<file path="src/token_bucket_packet_shaper_defines.svh">
// assertion macros for the token bucket shaper
`ifndef TOKEN_BUCKET_PACKET_SHAPER_DEFINES_SVH
`define TOKEN_BUCKET_PACKET_SHAPER_DEFINES_SVH

// condition that holds at every clock edge out of reset
`define TBPS_ASSERT(lbl, cond, msg) \
	lbl: assert property (@(posedge clk) disable iff (!arst_n) (cond)) else $error(msg);

// same-cycle implication
`define TBPS_ASSERT_IMP(lbl, ante, cons, msg) \
	lbl: assert property (@(posedge clk) disable iff (!arst_n) (ante) |-> (cons)) \
		else $error(msg);

// next-cycle implication
`define TBPS_ASSERT_NXT(lbl, ante, cons, msg) \
	lbl: assert property (@(posedge clk) disable iff (!arst_n) (ante) |=> (cons)) \
		else $error(msg);

`endif

</file>
<file path="src/tbps_pkg.sv">
// shared types, codes and defaults of the token bucket shaper
package tbps_pkg;

	localparam int QUEUE_DEPTH_DEF = 64;
	localparam logic [15:0] DEPTH_AT_RESET = 16'd10;

	// event kinds
	localparam logic CMD_TICK   = 1'b0;
	localparam logic CMD_PACKET = 1'b1;

	// result status codes
	localparam logic [2:0] STAT_TOKEN_KEPT    = 3'd0;
	localparam logic [2:0] STAT_TOKEN_DROPPED = 3'd1;
	localparam logic [2:0] STAT_PKT_QUEUED    = 3'd2;
	localparam logic [2:0] STAT_PKT_TOO_BIG   = 3'd3;
	localparam logic [2:0] STAT_QUEUE_FULL    = 3'd4;

	// one queued packet
	typedef struct packed {
		logic [31:0] id;
		logic [15:0] need;
	} entry_t;

endpackage

</file>
<file path="src/tbps_queue_mem.sv">
// packet queue storage: one write port, one registered read port
module tbps_queue_mem #(
	parameter int DEPTH = tbps_pkg::QUEUE_DEPTH_DEF,
	localparam int PTR_W = (DEPTH > 1) ? $clog2(DEPTH) : 1
) (
	input  logic                 clk,
	input  logic                 wr_en,
	input  logic [PTR_W-1:0]     wr_addr,
	input  tbps_pkg::entry_t     wr_data,
	input  logic [PTR_W-1:0]     rd_addr,
	output tbps_pkg::entry_t     rd_data
);

	tbps_pkg::entry_t mem [DEPTH];
	tbps_pkg::entry_t rd_data_q;

	always_ff @(posedge clk) begin
		if (wr_en) begin
			mem[wr_addr] <= wr_data;
		end
	end

	always_ff @(posedge clk) begin
		rd_data_q <= mem[rd_addr];
	end

	assign rd_data = rd_data_q;

endmodule

</file>
<file path="src/tbps_core.sv">
// event sequencer: bucket arithmetic, queue pointers and result register
`include "token_bucket_packet_shaper_defines.svh"

module tbps_core #(
	parameter int QUEUE_DEPTH = tbps_pkg::QUEUE_DEPTH_DEF,
	localparam int PTR_W = (QUEUE_DEPTH > 1) ? $clog2(QUEUE_DEPTH) : 1,
	localparam int CNT_W = $clog2(QUEUE_DEPTH + 1)
) (
	input  logic                 clk,
	input  logic                 arst_n,
	input  logic [15:0]          bucket_depth,
	// event channel
	input  logic                 in_valid,
	output logic                 in_ready,
	input  logic                 cmd,
	input  logic [15:0]          need,
	// result channel
	output logic                 out_valid,
	input  logic                 out_ready,
	output logic [2:0]           status,
	output logic [31:0]          packet_number,
	output logic                 released,
	output logic [31:0]          released_id,
	output logic [15:0]          released_need,
	output logic [15:0]          tokens_now,
	output logic [6:0]           queue_count,
	// queue memory
	output logic                 mem_wr_en,
	output logic [PTR_W-1:0]     mem_wr_addr,
	output tbps_pkg::entry_t     mem_wr_data,
	output logic [PTR_W-1:0]     mem_rd_addr,
	input  tbps_pkg::entry_t     mem_rd_data
);

	localparam logic ST_IDLE = 1'b0;
	localparam logic ST_EXEC = 1'b1;
	localparam logic [PTR_W-1:0] PTR_LAST = PTR_W'(QUEUE_DEPTH - 1);
	localparam logic [CNT_W-1:0] CNT_FULL = CNT_W'(QUEUE_DEPTH);

	logic               state_q;
	logic               cmd_q;
	logic [15:0]        need_q;
	logic [15:0]        token_q;
	logic [31:0]        seq_q;
	logic [PTR_W-1:0]   head_q;
	logic [PTR_W-1:0]   tail_q;
	logic [CNT_W-1:0]   count_q;

	logic               out_valid_q;
	logic [2:0]         status_q;
	logic [31:0]        pnum_q;
	logic               rel_q;
	logic [31:0]        rel_id_q;
	logic [15:0]        rel_need_q;
	logic [15:0]        tokens_q;
	logic [6:0]         qcount_q;

	logic               go;
	logic               is_tick;
	logic [16:0]        tok_inc;
	logic               tick_drop;
	logic [31:0]        seq_next;
	logic               too_big;
	logic               full;
	logic               queued;
	logic               check;
	logic [15:0]        tok_mid;
	logic [CNT_W-1:0]   count_mid;
	tbps_pkg::entry_t   head_entry;
	logic               rel;
	logic [15:0]        tok_final;
	logic [CNT_W-1:0]   count_final;
	logic [2:0]         status_d;
	logic [CNT_W+6:0]   count_ext;

	// result register must be free before the event commits
	assign go       = (state_q == ST_EXEC) && (!out_valid_q || out_ready);
	assign in_ready = (state_q == ST_IDLE);

	assign is_tick   = (cmd_q == tbps_pkg::CMD_TICK);
	assign tok_inc   = {1'b0, token_q} + 17'd1;
	assign tick_drop = tok_inc > {1'b0, bucket_depth};
	assign seq_next  = seq_q + 32'd1;
	assign too_big   = need_q > bucket_depth;
	assign full      = count_q >= CNT_FULL;
	assign queued    = !is_tick && !too_big && !full;
	assign check     = is_tick ? !tick_drop : queued;
	assign tok_mid   = (is_tick && !tick_drop) ? tok_inc[15:0] : token_q;
	assign count_mid = count_q + CNT_W'(queued);

	// empty queue: the head is the packet arriving right now
	always_comb begin
		if (count_q == '0) begin
			head_entry.id   = seq_next;
			head_entry.need = need_q;
		end else begin
			head_entry = mem_rd_data;
		end
	end

	assign rel         = check && (count_mid != '0) && (tok_mid >= head_entry.need);
	assign tok_final   = rel ? (tok_mid - head_entry.need) : tok_mid;
	assign count_final = count_mid - CNT_W'(rel);
	assign count_ext   = {7'd0, count_final};

	always_comb begin
		if (is_tick) begin
			status_d = tick_drop ? tbps_pkg::STAT_TOKEN_DROPPED : tbps_pkg::STAT_TOKEN_KEPT;
		end else if (too_big) begin
			status_d = tbps_pkg::STAT_PKT_TOO_BIG;
		end else if (full) begin
			status_d = tbps_pkg::STAT_QUEUE_FULL;
		end else begin
			status_d = tbps_pkg::STAT_PKT_QUEUED;
		end
	end

	assign mem_wr_en        = go && queued;
	assign mem_wr_addr      = tail_q;
	assign mem_wr_data.id   = seq_next;
	assign mem_wr_data.need = need_q;
	assign mem_rd_addr      = head_q;

	always_ff @(posedge clk or negedge arst_n) begin
		if (!arst_n) begin
			state_q     <= ST_IDLE;
			token_q     <= '0;
			seq_q       <= '0;
			head_q      <= '0;
			tail_q      <= '0;
			count_q     <= '0;
			out_valid_q <= 1'b0;
		end else begin
			unique case (state_q)
				ST_IDLE: begin
					if (in_valid) begin
						state_q <= ST_EXEC;
					end
				end
				ST_EXEC: begin
					if (go) begin
						state_q <= ST_IDLE;
					end
				end
				default: begin
					state_q <= ST_IDLE;
				end
			endcase
			if (go) begin
				token_q <= tok_final;
				count_q <= count_final;
				if (!is_tick) begin
					seq_q <= seq_next;
				end
				if (queued) begin
					tail_q <= (tail_q == PTR_LAST) ? '0 : tail_q + PTR_W'(1);
				end
				if (rel) begin
					head_q <= (head_q == PTR_LAST) ? '0 : head_q + PTR_W'(1);
				end
				out_valid_q <= 1'b1;
			end else if (out_ready) begin
				out_valid_q <= 1'b0;
			end
		end
	end

	// payload registers
	always_ff @(posedge clk) begin
		if (in_valid && in_ready) begin
			cmd_q  <= cmd;
			need_q <= need;
		end
		if (go) begin
			status_q   <= status_d;
			pnum_q     <= is_tick ? 32'd0 : seq_next;
			rel_q      <= rel;
			rel_id_q   <= rel ? head_entry.id : 32'd0;
			rel_need_q <= rel ? head_entry.need : 16'd0;
			tokens_q   <= tok_final;
			qcount_q   <= count_ext[6:0];
		end
	end

	assign out_valid     = out_valid_q;
	assign status        = status_q;
	assign packet_number = pnum_q;
	assign released      = rel_q;
	assign released_id   = rel_id_q;
	assign released_need = rel_need_q;
	assign tokens_now    = tokens_q;
	assign queue_count   = qcount_q;

	`TBPS_ASSERT(a_count_bound, count_q <= CNT_FULL, "queue count above depth")
	`TBPS_ASSERT_IMP(a_empty_ptrs, count_q == '0, head_q == tail_q, "empty queue with split pointers")
	`TBPS_ASSERT_IMP(a_no_write_full, mem_wr_en, count_q < CNT_FULL, "write into a full queue")
	`TBPS_ASSERT_NXT(a_commit_result, go, out_valid_q && (state_q == ST_IDLE), "commit lost its result")

endmodule

</file>
<file path="src/token_bucket_packet_shaper.sv">
// token bucket shaper top level: config register, sequencer and packet queue
//
// usage
// - event channel (in_valid/in_ready): one word per event, cmd selects a token
//   tick or a packet arrival, need gives the packet's token cost
// - result channel (out_valid/out_ready): exactly one word per event, in order,
//   with status, sequence number, released packet, bucket level and queue level
// - config channel (cfg_valid/cfg_ready): writes bucket_depth, always ready;
//   write it only while no event is in flight
// - a result becomes valid when its event commits: the queue head read
//   starts at the accepting edge, and the commit edge updates the bucket and
//   pointers and loads the result register
// - the queue memory's head read is registered, so a new event is accepted only
//   after the previous one commits; in_ready is high whenever no event is in flight
// - a new event is accepted while the previous result still waits; if the
//   receiver stalls, that event holds before commit until the result register
//   frees, and the head is re-read every cycle meanwhile
// - reset clears bucket, sequence counter, pointers and count and sets
//   bucket_depth to 10; queue memory contents are not cleared
module token_bucket_packet_shaper #(
	parameter int QUEUE_DEPTH = tbps_pkg::QUEUE_DEPTH_DEF,
	localparam int PTR_W = (QUEUE_DEPTH > 1) ? $clog2(QUEUE_DEPTH) : 1
) (
	input  logic        clk,
	input  logic        arst_n,
	// config write
	input  logic        cfg_valid,
	output logic        cfg_ready,
	input  logic [15:0] bucket_depth,
	// events in
	input  logic        in_valid,
	output logic        in_ready,
	input  logic        cmd,
	input  logic [15:0] need,
	// results out
	output logic        out_valid,
	input  logic        out_ready,
	output logic [2:0]  status,
	output logic [31:0] packet_number,
	output logic        released,
	output logic [31:0] released_id,
	output logic [15:0] released_need,
	output logic [15:0] tokens_now,
	output logic [6:0]  queue_count
);

	// bucket depth register, live value used by every event
	logic [15:0] depth_q;

	// queue memory hookup
	logic              mem_wr_en;
	logic [PTR_W-1:0]  mem_wr_addr;
	tbps_pkg::entry_t  mem_wr_data;
	logic [PTR_W-1:0]  mem_rd_addr;
	tbps_pkg::entry_t  mem_rd_data;

	assign cfg_ready = 1'b1;

	always_ff @(posedge clk or negedge arst_n) begin
		if (!arst_n) begin
			depth_q <= tbps_pkg::DEPTH_AT_RESET;
		end else if (cfg_valid && cfg_ready) begin
			depth_q <= bucket_depth;
		end
	end

	// per-event sequencing and bucket math
	tbps_core #(
		.QUEUE_DEPTH (QUEUE_DEPTH)
	) u_core (
		.clk           (clk),
		.arst_n        (arst_n),
		.bucket_depth  (depth_q),
		.in_valid      (in_valid),
		.in_ready      (in_ready),
		.cmd           (cmd),
		.need          (need),
		.out_valid     (out_valid),
		.out_ready     (out_ready),
		.status        (status),
		.packet_number (packet_number),
		.released      (released),
		.released_id   (released_id),
		.released_need (released_need),
		.tokens_now    (tokens_now),
		.queue_count   (queue_count),
		.mem_wr_en     (mem_wr_en),
		.mem_wr_addr   (mem_wr_addr),
		.mem_wr_data   (mem_wr_data),
		.mem_rd_addr   (mem_rd_addr),
		.mem_rd_data   (mem_rd_data)
	);

	// packet ids and needs, addressed by the ring pointers
	tbps_queue_mem #(
		.DEPTH (QUEUE_DEPTH)
	) u_queue_mem (
		.clk     (clk),
		.wr_en   (mem_wr_en),
		.wr_addr (mem_wr_addr),
		.wr_data (mem_wr_data),
		.rd_addr (mem_rd_addr),
		.rd_data (mem_rd_data)
	);

endmodule
</file>
<file path="config.mk">
export PLATFORM = sky130hd
export DESIGN_NAME = token_bucket_packet_shaper
export DESIGN_NICKNAME = d
export VERILOG_FILES = /design/src/tbps_pkg.sv /design/src/tbps_queue_mem.sv /design/src/tbps_core.sv /design/src/token_bucket_packet_shaper.sv
export VERILOG_INCLUDE_DIRS = /design/src /design/src/src
export SDC_FILE = /design/constraint.sdc
export NUM_CORES = 2
export LEC_CHECK = 0
export BUFFER_PORTS_ARGS = -buffer_cell sky130_fd_sc_hd__buf_2
export CORE_UTILIZATION = 57
export DETAILED_ROUTE_END_ITERATION = 10
export PLACE_DENSITY = 0.76
export SKIP_LAST_GASP = 1
export SYNTH_ARGS = -nofsm -noshare
export SYNTH_HDL_FRONTEND = slang
export SYNTH_SLANG_ARGS = --single-unit
</file>
<file path="constraint.sdc">
create_clock -name clk -period 6.3 [get_ports clk]
set_input_delay 1.26 -clock clk [delete_from_list [all_inputs] [get_ports clk]]
set_output_delay 1.26 -clock clk [all_outputs]
set_load 0.005 [all_outputs]
</file>
* Word-level counts from Yosys, hierarchy flattened
Memories as Yosys holds them, arrays and structs flattened. A register that Yosys moved wholly into a read port is not among the register bits. Index checks and enable logic that the tools add are counted.
Storage, ports and cells: word-level logic and storage cells 69, bits of input ports 38, bits in writable memories 3072, output and inout port bits 110, memories kept 1, bits in registers 209
Memory list:
- u_queue_mem.mem | depth 64, width 48, read ports 1, clocked after memory_dff 1, write ports 1, RTL line tbps_queue_mem.sv:14 | tbps_pkg::entry_t mem [DEPTH];
Cells by class: $add $sub $neg 7, reductions and logical operators 19, bitwise logic cells 2, magnitude comparators 4, muxes and demuxes 17, eq/ne operators 2
Operators by type and width (count):
- two-way mux 48 bit | 1
- adder 32 x 1 -> 32 bit, second input constant | 1
- two-way mux 16 bit | 2
- adder 16 x 1 -> 17 bit, second input constant | 1
- greater-than comparator 17 x 16 -> 1 bit | 1
- >= comparator 16 bit | 1
- greater-than comparator 16 bit | 1
- subtractor 16 bit | 1
- adder 6 x 1 -> 6 bit, second input constant | 2
- == test 6 bit, second input constant | 2
- two-way mux 6 bit | 2
- two-way mux 3 bit | 3
- logical AND 1 bit | 8
- two-way mux 1 bit | 8
- adder 7 x 1 -> 7 bit | 1
- >= comparator 7 bit, second input constant | 1
- zero test 7 bit | 1
- nonzero test 7 bit | 1
- subtractor 7 x 1 -> 7 bit | 1
- AND reduction 2 bit | 3
- zero test 1 bit | 4
- inverter 1 bit | 2
- one-hot mux 1 bit (2 select lines) | 1
- nonzero test 2 bit | 1
- logical OR 1 bit | 1

* Longest topological paths before layout
depth after elaboration 9, mapped depth 39, depth with buffers taken out 32

* By module
Synthesis repeated with hierarchy kept, for this count alone.
Unflattened totals: cell total of the unflattened synthesis 6002, area total of the unflattened synthesis 128475.7 µm²
Modules (own cells, without submodules):
- tbps_queue_mem | instances 1, seq. area each 93209.4 µm², cells an instance 4970, area each 117117.3 µm²
- tbps_core | instances 1, seq. area each 5450.2 µm², cells an instance 996, area each 10695.3 µm²
- token_bucket_packet_shaper | instances 1, seq. area each 402.9 µm², cells an instance 36, area each 663.1 µm²

* Worst setup path before layout
No wires, ideal clock.
path kind register to register, from register u_core.token_q[0], to register u_core.count_q[4], cell stages (with the launch flop) 40, setup time 80 ps, slack -623 ps, path buffers 7, arrival 6843 ps, clock period less this slack 6923 ps, required time 6220 ps, cells stage by stage dfrtp_1 ha_1 and3_4 and3_4 and3_4 buf_6 and3_1 nand3_1 xnor2_1 ha_1 nand2_1 nor3_1 a2111oi_0 o2111ai_1 a21oi_2 buf_6 buf_2 nand2_1 [4 not listed] inv_1 a2111o_1 nand4_1 a32o_1 buf_6 buf_6 buf_2 buf_2 inv_1 ha_1 ha_1 nand3_1 nand3_1 o31ai_1 o21ai_0 xnor2_1 nand2_1 nand2_1
Between the ends: longest elaborated chain between the ends 8, elaborated cells between the ends (all ways) 10, classes of those cells add/sub (2); order compare (2); mux (2); reduce/logical (4)
Ends and longest elaborated chain:
- start, declared | RTL line tbps_core.sv:43 | logic [15:0] token_q;
- start signal, assigned | RTL line tbps_core.sv:150 | token_q <= tok_final;
- adder 16 x 1 -> 17 bit | RTL line tbps_core.sv:81 | assign tok_inc = {1'b0, token_q} + 17'd1;
- greater-than comparator 17 x 16 -> 1 bit | RTL line tbps_core.sv:82 | assign tick_drop = tok_inc > {1'b0, bucket_depth};
- zero test 1 bit | RTL line tbps_core.sv:87, tbps_core.sv:88
- logical AND 1 bit | RTL line tbps_core.sv:88 | assign tok_mid = (is_tick && !tick_drop) ? tok_inc[15:0] : token_q;
- two-way mux 16 bit | RTL line tbps_core.sv:88
- >= comparator 16 bit | RTL line tbps_core.sv:101 | assign rel = check && (count_mid != '0) && (tok_mid >= head_entry.need);
- logical AND 1 bit * | RTL line tbps_core.sv:101
- via u_core.rel | RTL line tbps_core.sv:70 | logic rel;
- subtractor 7 x 1 -> 7 bit * | RTL line tbps_core.sv:103 | assign count_final = count_mid - CNT_W'(rel);
- via u_core.count_final[4] | RTL line tbps_core.sv:72 | logic [CNT_W-1:0] count_final;
- end signal, assigned | RTL line tbps_core.sv:151 | count_q <= count_final;
- end, declared | RTL line tbps_core.sv:47 | logic [CNT_W-1:0] count_q;
The timed path passes the listed nets; every way through them passes the cells marked *. A chain may end at the register's enable or synchronous reset.

* Worst setup path after layout
from register u_core.token_q[1], to register u_core.count_q[4]
Same word-level chain as after synthesis.

==> impl_metrics.env <==
export IMPL_cts_made_buffers=335
export IMPL_maxCapViolCount=0
export IMPL_drt_initial_drc_count=10900
export IMPL_netlist_top_cells_area="edfxtp_1 75%, mux4_2 18%, dfrtp_1 1.6%, dfxtp_1 0.75%, nor2_1 0.58%"
export IMPL_crit_slowest_cell="dfrtp_2"
export IMPL_synthSimpleGateAreaFrac_pct=1.49
export IMPL_gp_congestion=0.843
export IMPL_drtAntennaViolNets=0
export IMPL_start_util_pct=57.5
export IMPL_post_route_util_pct=65.2
export IMPL_ir_worst_vdd_mv=0.273
export IMPL_async_reset_ff_share_pct=2.55
export IMPL_synth_seq_cells=3329
export IMPL_drive_gt1_share_pct=32.0
export IMPL_syn2layout_area_growth_pct=13.3
export IMPL_cp_buffers_inverters=3
export IMPL_fp_row_count=173
export IMPL_period_share_pct=96.4
export IMPL_timing_rr_end="u_core.count_q[4]"
export IMPL_cts_tree="done"
export IMPL_synth_top_family_by_area="multiplexers"
export IMPL_finClkSkew_ns=0.0660
export IMPL_cp_top_family="compound AO/OA/AOI/OAI gates"
export IMPL_period_needed_ns=6.08
export IMPL_dp_hpwl_mm=173
export IMPL_tightest_slew_ns=1.12
export IMPL_avgSynthCellArea_um2=23.4
export IMPL_nNetsFinal=6006
export IMPL_power_mw=49.1
export IMPL_status="complete, no violations"
export IMPL_synthAdderAreaFrac_pct=0.562
export IMPL_first_pass_iters=6
export IMPL_clk_latency_ns=0.97
export IMPL_pin_count=148
export IMPL_worst_ep_required_time_ns=7.18
export IMPL_antenna_found_initial=17
export IMPL_r2r_cells=33
export IMPL_die_h_um=476
export IMPL_fin_cells=9142
export IMPL_grt_pass1_wl_mm=500
export IMPL_max_stage_delay_ns=0.42
export IMPL_power_density_nw_per_um2=338
export IMPL_multi_input_comb_area_um2=28400
export IMPL_grt_use_total_pct=31.8
export IMPL_synth_cell_types=63
export IMPL_relSlewSlack_pct=25.5
export IMPL_r2r_start="u_core.token_q[1]"
export IMPL_hold_slack_ns=0.224
export IMPL_end_kind="register"
export IMPL_synth_top_area_cell="edfxtp_1"
export IMPL_fmax_mhz=165
export IMPL_cp_max_fo=6
export IMPL_synth_nets=5568
export IMPL_post_route_drc_count=0
export IMPL_synth_compound_area_share_pct=0.689
export IMPL_syn_cell_area_um2=128000
export IMPL_root_buffer="clkbuf_16"
export IMPL_drt_wl_total_mm=359
export IMPL_grt_max_degree=90
export IMPL_crit_type="reg -> reg"
export IMPL_io_buffers=146
export IMPL_hold_class="in -> async"
export IMPL_hold_viol_final=0
export IMPL_rsz0062_at_grt="yes"
export IMPL_setup_worst_path_start_class="register"
export IMPL_synth_area_mux_share_pct=18.1
export IMPL_p_leak_nw=45.5
export IMPL_core_area_um2=223000
export IMPL_dp_cells=8544
export IMPL_clockBufferDepth=4
export IMPL_rrSetupSlack_ns=0.22
export IMPL_die_x_um=476
export IMPL_regArea_um2=99100
export IMPL_fillCellCount=13300
export IMPL_synth_main_ff_cell="edfxtp_1"
export IMPL_htree_levels=5
export IMPL_die_area_um2=227000
export IMPL_grt_pass1_vias=65000
export IMPL_setup_viol=0
export IMPL_synth_top_cells_by_count="3196 x edfxtp_1, 1008 x mux4_2, 199 x nor2_1"
export IMPL_synth_edf_count=3196
export IMPL_overflow=0
export IMPL_synth_seq_area_share_pct=77.3
export IMPL_synth_most_common_cell="edfxtp_1"
export IMPL_clkSlewWorstSetupHoldPaths_ns=0.06
export IMPL_viasPerCell=7.12
export IMPL_wl_per_cell_um=39.3
export IMPL_synthCells=5473
export IMPL_clock_sinks=3329
export IMPL_cp_data_arrival_time_ns=6.95
export IMPL_slew_violations=0
export IMPL_yosysWarnings=0
export IMPL_synthXorXnorAreaFrac_pct=0.786
export IMPL_synth_top_area_share_pct=74.9
export IMPL_dr_total_vias=65100
area by class of cell:
type | count | area share (%)
diodes | 4 | 0.00689
clock buffers | 440 | 6.19
clock inverters | 149 | 0.965
inverters | 63 | 0.171
multi-input cells | 1800 | 19.6
flip-flops and latches | 3329 | 68.2
well taps | 2975 | 2.56
repair buffers | 382 | 2.32
metal layers:
layer  GRT usage, %  wire (µm)  vias to the layer above
met2           49.9     171000                     5832
met5              0        124                        -
met4           14.2      18500                       20
met3           8.18      47700                     1081
met1           42.4     122000                    34100
li1               -          -                    24000
registers in the layout, summed over array words and instances (netlist names):
register              flops
u_core.need_q            16
u_core.released_id       32
u_core.status             3
u_core.tokens_now        16
u_core.mem_wr_addr        6
u_core.queue_count        7
u_queue_mem.mem        3072
u_core.released_need     16
u_queue_mem.rd_data      48
depth_q                  16
u_core.cmd_q              1
u_core.token_q           16
u_core.seq_q             32
u_core.packet_number     32
u_core.mem_rd_addr        6
u_core.released           1
u_core.state_q            1
u_core.count_q            7
u_core.out_valid          1
logic make-up (layout without fill, tap and decap cells):
group	count (synthesis)	after routing
AO/OA/AOI/OAI	137	137
multiplexers	1059	1059
adder cells (fa/ha/maj)	57	57
XOR/XNOR	115	115
AND/OR/NAND/NOR	431	431
buffers and inverters	344	1034
other	1	5
flip-flops	3329	3329
through the flow:
step                      cell area [µm²]  setup TNS (ns)  worst slack [ns]
after floorplan                    128000               0           0.00835
after global placement             135000               0             0.101
after detailed placement           135000        -0.00126          -0.00126
after CTS                          145000               0            0.0777
after global routing               145000          -0.202           -0.0661
final                              145000               0             0.224
report_power, final:
part	switching, mW	internal (mW)	leakage (nW)
Combinational	2.65	1.33	9.84
Clock	8.36	11.1	5.05
Sequential	0.333	25.3	30.6
Total	11.3	37.8	45.5
worst max-delay path by stage:
stage	from	end	slack, ns	depth (start not counted)
floorplan	u_core.token_q[0]	u_core.count_q[4]	0.008	39
CTS	u_core.token_q[2]	u_core.token_q[13]	0.08	25
global placement	u_core.token_q[2]	u_core.count_q[4]	0.10	31
detailed placement	u_core.token_q[1]	u_core.count_q[4]	-0.001	32
global route	u_core.token_q[1]	u_core.count_q[4]	-0.07	34
finish	u_core.token_q[1]	u_core.count_q[4]	0.22	33
layout by cell type (no fill, tap or decap), types with 5 or more instances in the layout:
master / netlist / final
nor3_1: 11 / 10
nand3_1: 30 / 27
nand2_1: 113 / 112
ha_1: 56 / 52
nor2_1: 199 / 135
clkbuf_1: 194 / 92
inv_6: 0 / 7
nor2b_1: 10 / 9
mux2i_1: 22 / 21
mux2_4: 5 / 5
nand4_1: 19 / 19
xnor2_1: 67 / 63
bufinv_16: 0 / 26
dfrtp_1: 83 / 75
o21ai_0: 38 / 36
clkbuf_16: 0 / 343
clkbuf_8: 0 / 5
mux2_2: 24 / 24
dfxtp_1: 48 / 48
xor2_1: 48 / 47
clkinv_1: 1 / 61
nor2_4: 0 / 64
dfrtp_4: 0 / 5
a21oi_1: 26 / 26
clkinvlp_4: 0 / 11
clkinv_2: 0 / 40
inv_1: 62 / 56
mux4_2: 1008 / 1008
edfxtp_1: 3196 / 3196
a21o_1: 9 / 9
buf_4: 2 / 167
nor4_1: 6 / 5
and3_1: 13 / 12
buf_12: 0 / 69
clkinv_4: 0 / 6
buf_2: 8 / 145
a211oi_1: 30 / 30
or3_1: 5 / 5
timing repair:
action                                 CTS  global route
buffers inserted                         0             5
hold buffers                             0             0
setup endpoints to repair               12            68
pin swaps                                0             5
gates resized for setup                  1            15
endpoints found under the hold margin    0             0
(Power assumes the default switching activity.)
